File: config.mk
export PLATFORM = sky130hd
export DESIGN_NAME = tcp_rto_estimator_core
export DESIGN_NICKNAME = d
export VERILOG_FILES = /design/src/rtl/core/tcprto_pkg.sv /design/src/rtl/core/tcp_rto_estimator_core.sv
export SDC_FILE = /design/constraint.sdc
export NUM_CORES = 1
export LEC_CHECK = 0
export BUFFER_PORTS_ARGS = -buffer_cell sky130_fd_sc_hd__buf_4
export CAP_MARGIN = 20
export CORE_UTILIZATION = 61
export CTS_BUF_LIST = sky130_fd_sc_hd__clkbuf_4
export CTS_CLUSTER_DIAMETER = 80
export DETAILED_ROUTE_END_ITERATION = 12
export PLACE_DENSITY_LB_ADDON = 0.25
export SLEW_MARGIN = 25
export SYNTH_ARGS = -nofsm -noshare
export SYNTH_HDL_FRONTEND = slang
export SYNTH_SLANG_ARGS = --single-unit
File: constraint.sdc
create_clock -name clk -period 38 [get_ports clk]
set_input_delay 1.9 -clock clk [delete_from_list [all_inputs] [get_ports clk]]
set_output_delay 1.9 -clock clk [all_outputs]
set_load 0.03 [all_outputs]
File: src/rtl/core/tcprto_pkg.sv
// tcprto_pkg: shared types and constants for the rto estimator core
// holds field widths, register indexes and register reset values
// no dependencies; used by tcp_rto_estimator_core and tcprto_checker
package tcprto_pkg;

  // field widths
  localparam int PRIM_W   = 25;
  localparam int FALL_W   = 24;
  localparam int TICK_W   = 24;
  localparam int STATE_W  = 32;
  localparam int SHIFT_W  = 3;

  // packed stream widths, padded to whole bytes
  localparam int IN_DATA_W  = 56;
  localparam int OUT_DATA_W = 88;

  // configuration port
  localparam int CFG_IDX_W  = 2;
  localparam int CFG_DATA_W = 24;

  typedef enum logic [CFG_IDX_W-1:0] {
    REG_ALPHA_SHIFT = 2'd0,
    REG_BETA_SHIFT  = 2'd1,
    REG_CLOCK_GRAN  = 2'd2,
    REG_RTO_LIMIT   = 2'd3
  } cfg_reg_t;

  // register reset values
  localparam logic [SHIFT_W-1:0] ALPHA_SHIFT_RST = 3'd3;
  localparam logic [SHIFT_W-1:0] BETA_SHIFT_RST  = 3'd2;
  localparam logic [TICK_W-1:0]  CLOCK_GRAN_RST  = 24'd1;
  localparam logic [TICK_W-1:0]  RTO_LIMIT_RST   = 24'd60;

  // initial smoothed rtt and deviation in whole ticks
  localparam int STATE_INIT_TICKS = 3;

endpackage

File: src/rtl/core/tcp_rto_estimator_core.sv
// tcp_rto_estimator_core: retransmission timeout estimator, top level
// three stage stream pipeline: input register, state update, rto register
// depends on tcprto_pkg
//
// a sample passes the input register, srtt_r/rttvar_r and then rto_r
// throughput: one rtt sample per cycle while out_tready keeps up; the srtt and
//   rttvar loop has no extra register, so back-to-back samples see fresh state
// reset (rst_n low, synchronous): pipeline emptied, registers to defaults,
//   smoothed rtt and deviation to three ticks
module tcp_rto_estimator_core #(
  parameter int TIME_BITS = 24,
  parameter int FRAC_BITS = 8
) (
  input  logic                                   clk,
  input  logic                                   rst_n,

  // input stream
  input  logic                                   in_tvalid,
  output logic                                   in_tready,
  // [24:0] primary_sample (signed), [48:25] fallback_sample, [55:49] zero
  input  logic [tcprto_pkg::IN_DATA_W-1:0]       in_tdata,

  // result stream
  output logic                                   out_tvalid,
  input  logic                                   out_tready,
  // [23:0] rto_value, [55:24] smoothed_rtt, [87:56] rtt_deviation
  output logic [tcprto_pkg::OUT_DATA_W-1:0]      out_tdata,

  // configuration writes
  input  logic                                   cfg_valid,
  output logic                                   cfg_ready,
  input  logic [tcprto_pkg::CFG_IDX_W-1:0]       cfg_index,
  input  logic [tcprto_pkg::CFG_DATA_W-1:0]      cfg_data
);

  localparam int TW = tcprto_pkg::TICK_W;
  localparam int SW = tcprto_pkg::STATE_W;

  // sample in fixed point before saturation; at least 33 bits so the
  // 32 bit saturation compare is meaningful
  localparam int MW = (TW + FRAC_BITS > SW) ? TW + FRAC_BITS : SW + 1;
  // rto sum width: max of g (TW+FRAC) and 4*var (34), plus srtt, plus rounding
  localparam int RW = ((TW + FRAC_BITS > SW + 2) ? TW + FRAC_BITS : SW + 2) + 2;

  localparam logic [32:0]   TIME_MAX   = (33'(1) << TIME_BITS) - 33'(1);
  localparam logic [MW-1:0] SAT_M      = MW'(33'h0_FFFF_FFFF);
  localparam logic [RW-1:0] ROUND_UP   = RW'((64'(1) << FRAC_BITS) - 64'(1));
  localparam logic [SW-1:0] STATE_INIT =
    SW'(tcprto_pkg::STATE_INIT_TICKS) << FRAC_BITS;

  // move cur toward target by |target - cur| >> sh, truncating toward cur
  function automatic logic [SW-1:0] ewma(input logic [SW-1:0] cur,
                                         input logic [SW-1:0] target,
                                         input logic [tcprto_pkg::SHIFT_W-1:0] sh);
    logic [SW-1:0] diff;
    begin
      if (target >= cur) begin
        diff = (target - cur) >> sh;
        ewma = cur + diff;
      end else begin
        diff = (cur - target) >> sh;
        ewma = cur - diff;
      end
    end
  endfunction

  // ---------------------------------------------------------------------
  // configuration registers; always ready
  // ---------------------------------------------------------------------
  logic [tcprto_pkg::SHIFT_W-1:0] alpha_r;
  logic [tcprto_pkg::SHIFT_W-1:0] beta_r;
  logic [TW-1:0]                  gran_r;
  logic [TW-1:0]                  limit_r;

  assign cfg_ready = 1'b1;

  always_ff @(posedge clk) begin
    if (!rst_n) begin
      alpha_r <= tcprto_pkg::ALPHA_SHIFT_RST;
      beta_r  <= tcprto_pkg::BETA_SHIFT_RST;
      gran_r  <= tcprto_pkg::CLOCK_GRAN_RST;
      limit_r <= tcprto_pkg::RTO_LIMIT_RST;
    end else if (cfg_valid && cfg_ready) begin
      unique case (tcprto_pkg::cfg_reg_t'(cfg_index))
        tcprto_pkg::REG_ALPHA_SHIFT: alpha_r <= cfg_data[tcprto_pkg::SHIFT_W-1:0];
        tcprto_pkg::REG_BETA_SHIFT:  beta_r  <= cfg_data[tcprto_pkg::SHIFT_W-1:0];
        tcprto_pkg::REG_CLOCK_GRAN:  gran_r  <= cfg_data[TW-1:0];
        tcprto_pkg::REG_RTO_LIMIT:   limit_r <= cfg_data[TW-1:0];
        default: ;
      endcase
    end
  end

  // ---------------------------------------------------------------------
  // pipeline flow control: each stage moves when the one after it frees up
  // ---------------------------------------------------------------------
  logic in_v_r, mid_v_r, out_v_r;
  logic out_en, mid_en, in_en;

  assign out_en    = !out_v_r || out_tready;
  assign mid_en    = !mid_v_r || out_en;
  assign in_en     = !in_v_r  || mid_en;
  assign in_tready = in_en;

  always_ff @(posedge clk) begin
    if (!rst_n) begin
      in_v_r  <= 1'b0;
      mid_v_r <= 1'b0;
      out_v_r <= 1'b0;
    end else begin
      if (in_en)  in_v_r  <= in_tvalid;
      if (mid_en) mid_v_r <= in_v_r;
      if (out_en) out_v_r <= mid_v_r;
    end
  end

  // ---------------------------------------------------------------------
  // stage 0: input register
  // ---------------------------------------------------------------------
  logic [tcprto_pkg::PRIM_W-1:0] prim_r;
  logic [tcprto_pkg::FALL_W-1:0] fall_r;

  always_ff @(posedge clk) begin
    if (in_en && in_tvalid) begin
      prim_r <= in_tdata[tcprto_pkg::PRIM_W-1:0];
      fall_r <= in_tdata[tcprto_pkg::PRIM_W +: tcprto_pkg::FALL_W];
    end
  end

  // ---------------------------------------------------------------------
  // stage 1: state update; srtt_r and rttvar_r double as the middle stage
  // ---------------------------------------------------------------------
  logic [TW-1:0] ticks_sel;
  logic [TW-1:0] ticks_c;
  logic [MW-1:0] m_wide;
  logic [SW-1:0] m_c;
  logic [SW-1:0] srtt_nxt;
  logic [SW-1:0] dev_c;
  logic [SW-1:0] rttvar_nxt;
  logic [SW-1:0] srtt_r;
  logic [SW-1:0] rttvar_r;

  always_comb begin
    // karn's rule: a negative primary sample is replaced by the fallback
    ticks_sel = prim_r[tcprto_pkg::PRIM_W-1] ? fall_r : prim_r[TW-1:0];
    // saturate to the tick range of the timer
    ticks_c   = (33'(ticks_sel) > TIME_MAX) ? TIME_MAX[TW-1:0] : ticks_sel;
    m_wide    = MW'(ticks_c) << FRAC_BITS;
    m_c       = (m_wide > SAT_M) ? '1 : m_wide[SW-1:0];
    srtt_nxt  = ewma(srtt_r, m_c, alpha_r);
    // deviation measured against the freshly updated average
    dev_c      = (srtt_nxt >= m_c) ? srtt_nxt - m_c : m_c - srtt_nxt;
    rttvar_nxt = ewma(rttvar_r, dev_c, beta_r);
  end

  always_ff @(posedge clk) begin
    if (!rst_n) begin
      srtt_r   <= STATE_INIT;
      rttvar_r <= STATE_INIT;
    end else if (mid_en && in_v_r) begin
      srtt_r   <= srtt_nxt;
      rttvar_r <= rttvar_nxt;
    end
  end

  // ---------------------------------------------------------------------
  // stage 2: rto = srtt + max(g, 4*rttvar), rounded up, clamped
  // ---------------------------------------------------------------------
  logic [RW-1:0] gran_fx;
  logic [RW-1:0] four_var;
  logic [RW-1:0] rto_sum;
  logic [RW-1:0] rto_ticks;
  logic [TW-1:0] rto_nxt;
  logic [TW-1:0] rto_r;
  logic [SW-1:0] srtt_out_r;
  logic [SW-1:0] rttvar_out_r;

  always_comb begin
    gran_fx   = RW'(gran_r) << FRAC_BITS;
    four_var  = RW'(rttvar_r) << 2;
    rto_sum   = RW'(srtt_r) + ((gran_fx > four_var) ? gran_fx : four_var);
    rto_ticks = (rto_sum + ROUND_UP) >> FRAC_BITS;
    rto_nxt   = (rto_ticks > RW'(limit_r)) ? limit_r : rto_ticks[TW-1:0];
  end

  always_ff @(posedge clk) begin
    if (out_en && mid_v_r) begin
      rto_r        <= rto_nxt;
      srtt_out_r   <= srtt_r;
      rttvar_out_r <= rttvar_r;
    end
  end

  assign out_tvalid = out_v_r;
  assign out_tdata  = {rttvar_out_r, srtt_out_r, rto_r};

endmodule

==> summary.txt, run 1 <==
Outcome
  – Outcome: completed

Worst setup path
  – Crit path kind: reg -> reg
  – CP required: ~39 ns
  – Worst r2r src: prim_r[24]
  – Crit path top cell by count: a21oi_1
  – Startpoint types: flop
  – Worst reg2reg setup slack: 20.01 ns
  – Worst path arrival time: between 15 and 20 ns
  – CP Max Fanout: 63
  – Worst setup path startpoint: prim_r[24]
  – CP endpoint kind: flop
  – Setup crit end: rttvar_r[31]
  – Reg2Reg Depth: 65
  – Crit-path slowest cell: a311oi_1
  – Slowest cell delay on critical path: ~0.66 ns
  – Reg-to-Reg End: rttvar_r[31]

Die
  – Die height: 229.9 microns
  – Core area: a little over 50000 sq um
  – # IOs: roughly 180
  – Die area: ~53000 sq um
  – Die W: between 200 and 250 microns
  – FP Rows: 83
  – Initial core utilization: 0.6178

Logic synthesis
  – EDFF count, synth: roughly 140
  – Net Count, Synth: roughly 4400
  – Largest area contributor in the netlist: ha_1
  – Ys flop type: edfxtp_1
  – Post-synth cell types: between 100 and 150
  – Share of the synthesized area in the top cell type: 0.1378
  – Ys async rst share: 0
  – Post-Syn Area: 31690 sq um
  – Mapped Cells: around 4000
  – Synth top area cells: ha_1 (14%), edfxtp_1 (13%), dfxtp_1 (7.6%), nand2_1 (5.4%), mux2i_1 (5.1%)
  – Sequential area share after synthesis: 0.2062
  – Yosys reg bits: approximately 260
  – Avg Cell Area, Syn: between 7 and 8 sq um
  – Ys Warns: 0

Placed design
  – Dpl ws: between 20 and 25 ns
  – GP Congestion: around 1.0
  – Total placed cells including tap cells: roughly 4700
  – Detailed Place HPWL: ~76000 microns
  – IO buf count: ~170

Routing
  – Iteration-0 DRC Markers: about 3400
  – Final antenna-violating net count: 0
  – Wire length per cell: ~20 microns
  – DR vias/cell: 6.360
  – DR pass1 iterations: 6
  – # DRC: 0
  – DR vias: between 30000 and 40000
  – DRT Wirelength: between 90000 and 100000 microns

Flow run
  – Max Cap Viol: 0

Global route
  – GRT Residual Overflow: 0
  – First-pass GRT wire length: 151900 microns
  – Total Routing Usage GR: 0.3610
  – Initial antenna violation count: 5
  – Vias in the first global route: between 20000 and 30000
  – Largest net degree at the start of global routing: between 90 and 100

Cells and area
  – Area growth, synth to finish: 8.231%
  – Final net count: 4505
  – Post-Layout Cell Count: 4811
  – Final cell utilization of the core: 0.6687
  – Most common cell after layout, fill and taps aside: nand2_1
  – Layout cell share with drive strength beyond 1: 0.1176
  – Most frequent cells in the layout: nand2_1 (451), ha_1 (349), a21oi_1 (313)

Clock network
  – Worst-Skew Late Latency: about 0.91 ns
  – Clock sink count: around 260
  – CTS resizes: 0
  – Clk pin slew, worst setup/hold paths: approximately 0.070 ns
  – CTS root buf: clkbuf_4
  – Hold Buf Count CTS: 0
  – H-tree depth: 3
  – Post-CTS setup repair buffer count: 0
  – TritonCTS clock tree: built
  – CTS Buf Count: 74
  – Max clock buf depth: 3

STA
  – Worst slew margin: 0.3521
  – RSZ-0062 raised after global routing: false
  – Fin crit share: 0.4734
  – Setup-failing EPs final: 0
  – Layout Skew: roughly 0.13 ns
  – Final hold violations: 0
  – Worst Tran Pin Value: ~0.97 ns
  – Final Max Tran Viols: 0
  – Final worst path period need: between 15 and 20 ns
  – F_max: around 56 MHz
  – TNS Setup: 0 ns
  – Final WS setup: 20.01 ns

Hold path
  – Hold path start: limit_r[22]
  – Tightest Hold Check Type: reg -> reg
[layer usage]
metal	vias to the layer above	track usage	wire length, microns
met5	-	0	0
met4	0	0.1807	5055
met3	268	0.05680	9333
met2	1441	0.5636	42900
met1	14180	0.4829	40950
li1	14700	-	-
[stage by stage]
step	cell area, sq um	hold WS, ns
floorplan	31690	0.4348
global placement	33270	0.4529
detailed placement	33270	0.4593
CTS	34280	0.4694
global route	34300	0.4828
finish	34300	0.4706
[critical path, delay by kind of cell, from the launching register on]
kind	cells	cell delay, ns
buffers and inverters	6	2.08
AND/OR/NAND/NOR	12	1.95
flip-flops	1	0.32
multiplexers	2	0.76
AO/OA/AOI/OAI	39	10.46
XOR/XNOR	1	0.11
adder cells (fa/ha/maj)	5	2.09
[state kept, by name, summed over array words and instances, names as in the netlist]
| signal | cells |
|---|---|
| gran_r | 24 |
| srtt_out_r | 32 |
| out_tvalid | 1 |
| limit_r | 24 |
| rttvar_out_r | 32 |
| prim_r | 25 |
| rttvar_r | 32 |
| alpha_r | 3 |
| beta_r | 3 |
| rto_r | 24 |
| fall_r | 24 |
| in_v_r | 1 |
| mid_v_r | 1 |
| srtt_r | 32 |
[cells by family (layout without fill, tap and decap cells)]
| kind of cell | after synthesis | count (layout) | share of synthesized area |
|---|---|---|---|
| flops | 258 | 258 | 0.2062 |
| simple gates | 1238 | 1238 | 0.1881 |
| buf+inv | 459 | 581 | 0.05558 |
| mux | 234 | 234 | 0.08539 |
| compound gates | 1216 | 1216 | 0.2551 |
| fa+ha+maj | 355 | 355 | 0.1416 |
| other cells | 1 | 7 | 0.0001183 |
| xor+xnor | 242 | 242 | 0.06790 |
[worst min-delay path by stage]
stage                     slack, ns            end  cells after the start
final                          0.47    limit_r[22]                      2
after global routing           0.48    limit_r[22]                      2
after CTS                      0.47    limit_r[22]                      2
after detailed placement       0.46    limit_r[22]                      2
after global placement         0.45    limit_r[22]                      2
after floorplan                0.43  srtt_out_r[2]                      0
[synth_stat cells, types with 43 or more instances]
library cell	count
nor3_1	74
inv_1	233
o21ai_0	255
nand3_1	71
clkbuf_1	164
o21a_1	57
xor2_1	98
a211oi_1	43
a21oi_1	315
nor2_1	257
and2_1	68
nand4_1	55
a21o_1	137
edfxtp_1	137
nor2b_1	59
nand2b_1	43
nand2_1	452
xnor2_1	142
ha_1	349
a21boi_0	84
mux2_2	48
mux2i_1	161
dfxtp_1	121
[area by class of cell]
class	count	area (sq um)
multi-input combinational	3286	23450
tap	680	850.8
fill	4475	17000
clock buffer	110	825.8
inverter	236	887.1
sequential	258	6544
clock inverter	28	177.7
antenna	6	15.01
timing repair buffer	207	1554
Power of run 1 is left out: the tool's default activity adds up to more than one toggle a clock period on the data nets, which glitch-free logic cannot reach.
==> run 2: changes to the inputs <==
==> constraint.sdc (replaced) <==
create_clock -name clk -period 18.6 [get_ports clk]
set_input_delay 0.93 -clock clk [delete_from_list [all_inputs] [get_ports clk]]
set_output_delay 0.93 -clock clk [all_outputs]
set_load 0.03 [all_outputs]
==> run 2 against run 1 <==
Flip-flop and latch count is the same. Maximum frequency is 3.1% higher. Final area up 0.13%. Routed wire length rose by 1.3%. Critical path type unchanged. Non-clock buffer count is 5 higher. Clock skew fell by 0.020 ns. Largest cell class unchanged. Final cell count hardly changed. Via count down 0.22%. Critical path depth is 2 lower. Worst hold slack worse by 0.15 ns.
==> summary.txt, run 2 (same netlist as run 1, synthesis figures left out) <==
Flow run
  – Max Cap Viol: 0

Worst setup path
  – Startpoint types: flop
  – CP endpoint kind: flop
  – Worst r2r src: prim_r[24]
  – Worst reg2reg setup slack: 1.15 ns
  – Levels on crit path: between 60 and 70
  – Critical path buffer and inverter count: 2
  – Family with the most delay on the worst path: compound AO/OA/AOI/OAI gates
  – Reg2Reg Depth: 63
  – Reg-to-Reg End: rttvar_r[31]
  – Crit path kind: reg -> reg
  – CP required: between 15 and 20 ns
  – Crit-path slowest cell: mux2i_1
  – CP Max Fanout: 15
  – Slowest cell delay on critical path: between 0.8 and 0.9 ns
  – Worst path arrival time: 18.11 ns

Hold path
  – Tightest Hold Check Type: in -> reg
  – WHS Path Cells: 1
  – Hold path start: in_tdata[32]
  – Hold endpoint: fall_r[7]

Cells and area
  – Fillcell total: 4576
  – Multi-input logic area: between 20000 and 25000 sq um
  – Most common cell after layout, fill and taps aside: nand2_1
  – Most frequent cells in the layout: nand2_1 (451), ha_1 (349), a21oi_1 (313)
  – Register area: 6544 sq um
  – Final net count: between 4000 and 5000
  – Area growth, synth to finish: 8.369%
  – Layout cell share with drive strength beyond 1: 0.1186

Routing
  – Iteration-0 DRC Markers: ~3500
  – DR vias: approximately 31000
  – # DRC: 0
  – DRT Wirelength: roughly 100000 microns
  – Wire length per cell: 20.66 microns
  – Final antenna-violating net count: 0
  – DR vias/cell: roughly 6.3
  – DR pass1 iterations: 8

Die
  – Die area: between 50000 and 60000 sq um
  – Die height: around 230 microns
  – Core area: ~50000 sq um
  – Initial core utilization: 0.6178
  – # IOs: between 150 and 200
  – Die W: roughly 230 microns
  – FP Rows: 83

Placed design
  – IO buf count: between 150 and 200
  – Detailed Place HPWL: about 78000 microns
  – GP Congestion: roughly 1

Clock network
  – CTS root buf: clkbuf_4
  – H-tree depth: 3
  – Max clock buf depth: 3
  – Hold Buf Count CTS: 0
  – Worst-Skew Late Latency: roughly 0.87 ns
  – CTS Buf Count: 75
  – Clock sink count: 258
  – Clk pin slew, worst setup/hold paths: roughly 0.070 ns
  – TritonCTS clock tree: built

STA
  – RSZ-0062 raised after global routing: false
  – Final hold violations: 0
  – Final worst path period need: about 17 ns
  – Worst slew margin: 0.3010
  – Layout Skew: 0.1079 ns
  – Worst Tran Pin Value: 1.046 ns
  – F_max: roughly 57 MHz
  – Setup-failing EPs final: 0
  – Final Max Tran Viols: 0
  – TNS Setup: 0 ns
  – Fin crit share: 0.9383

Global route
  – GRT Residual Overflow: 0
  – Vias in the first global route: around 28000
  – Total Routing Usage GR: 0.3657
  – Largest net degree at the start of global routing: 94
  – First-pass GRT wire length: 153300 microns
  – Initial antenna violation count: 5

Outcome
  – Outcome: completed
[run 2: cell types whose count changed in the layout (fill, tap and decap cells not counted), sizes merged]
cell    delta
buf        +5
bufinv     +1
clkbuf     -5
clkinv     +3
diode      -2
inv        +2
[run 2: what timing repair did]
item | in CTS | in global routing
setup endpoints to repair | 0 | 3
resized for setup | 0 | 2
setup buffers | 0 | 0
[run 2: worst max-delay path by stage]
stage	start	endpoint	slack [ns]
2_1_floorplan	prim_r[24]	rttvar_r[31]	3.26
3_3_place_gp	prim_r[24]	rttvar_r[31]	1.28
6_report	prim_r[24]	rttvar_r[31]	1.15
5_1_grt	prim_r[24]	rttvar_r[31]	0.02
4_1_cts	prim_r[24]	rttvar_r[31]	0.97
3_5_place_dp	prim_r[24]	rttvar_r[31]	1.05
[run 2: metal layers]
layer | vias to the layer above | part of all wire | GRT usage | wire length, microns
met5 | - | 0.00013 | 0 | 13
met4 | 2 | 0.051 | 0.1815 | 5117
met1 | 14090 | 0.43 | 0.4948 | 42310
met2 | 1442 | 0.43 | 0.5636 | 43170
met3 | 278 | 0.089 | 0.05866 | 8869
li1 | 14720 | - | - | -
[run 2: cell type report]
| class | instances | area share |
|---|---|---|
| tap | 680 | 0.02477 |
| multi-input combinational | 3286 | 0.6826 |
| clock buffer | 105 | 0.02295 |
| antenna | 4 | 0.0002914 |
| clock inverter | 34 | 0.006703 |
| inverter | 236 | 0.02579 |
| sequential | 258 | 0.1905 |
| timing repair buffer | 212 | 0.04634 |
[run 2: metrics by stage]
step / cell area (sq um) / cells / utilization / hold WS (ns) / setup WS [ns]
3_5_place_dp: 33310 / 4672 / 0.6493 / 0.4580 / 1.047
2_1_floorplan: 31690 / 4003 / - / 0.4348 / 3.259
3_3_place_gp: 33310 / 4672 / 0.6493 / 0.4531 / 1.284
4_1_cts: 34330 / 4811 / 0.6691 / 0.2412 / 0.9735
6_report: 34350 / 4815 / 0.6695 / 0.3175 / 1.147
5_1_grt: 34350 / 4815 / 0.6695 / 0.2598 / 0.02350
[run 2: worst reg2reg max path, delay by kind of cell, from the launching register on]
family / cells / cell delay, ns
muxes: 6 / 1.95
adders and majority gates: 6 / 2.17
DFF: 1 / 0.69
buffers and inverters: 2 / 0.14
xor gates and xnor gates: 2 / 0.66
and+or+nand+nor: 7 / 0.99
AOI/OAI and AO/OA: 40 / 10.71
Power of run 2 is left out for the same reason.
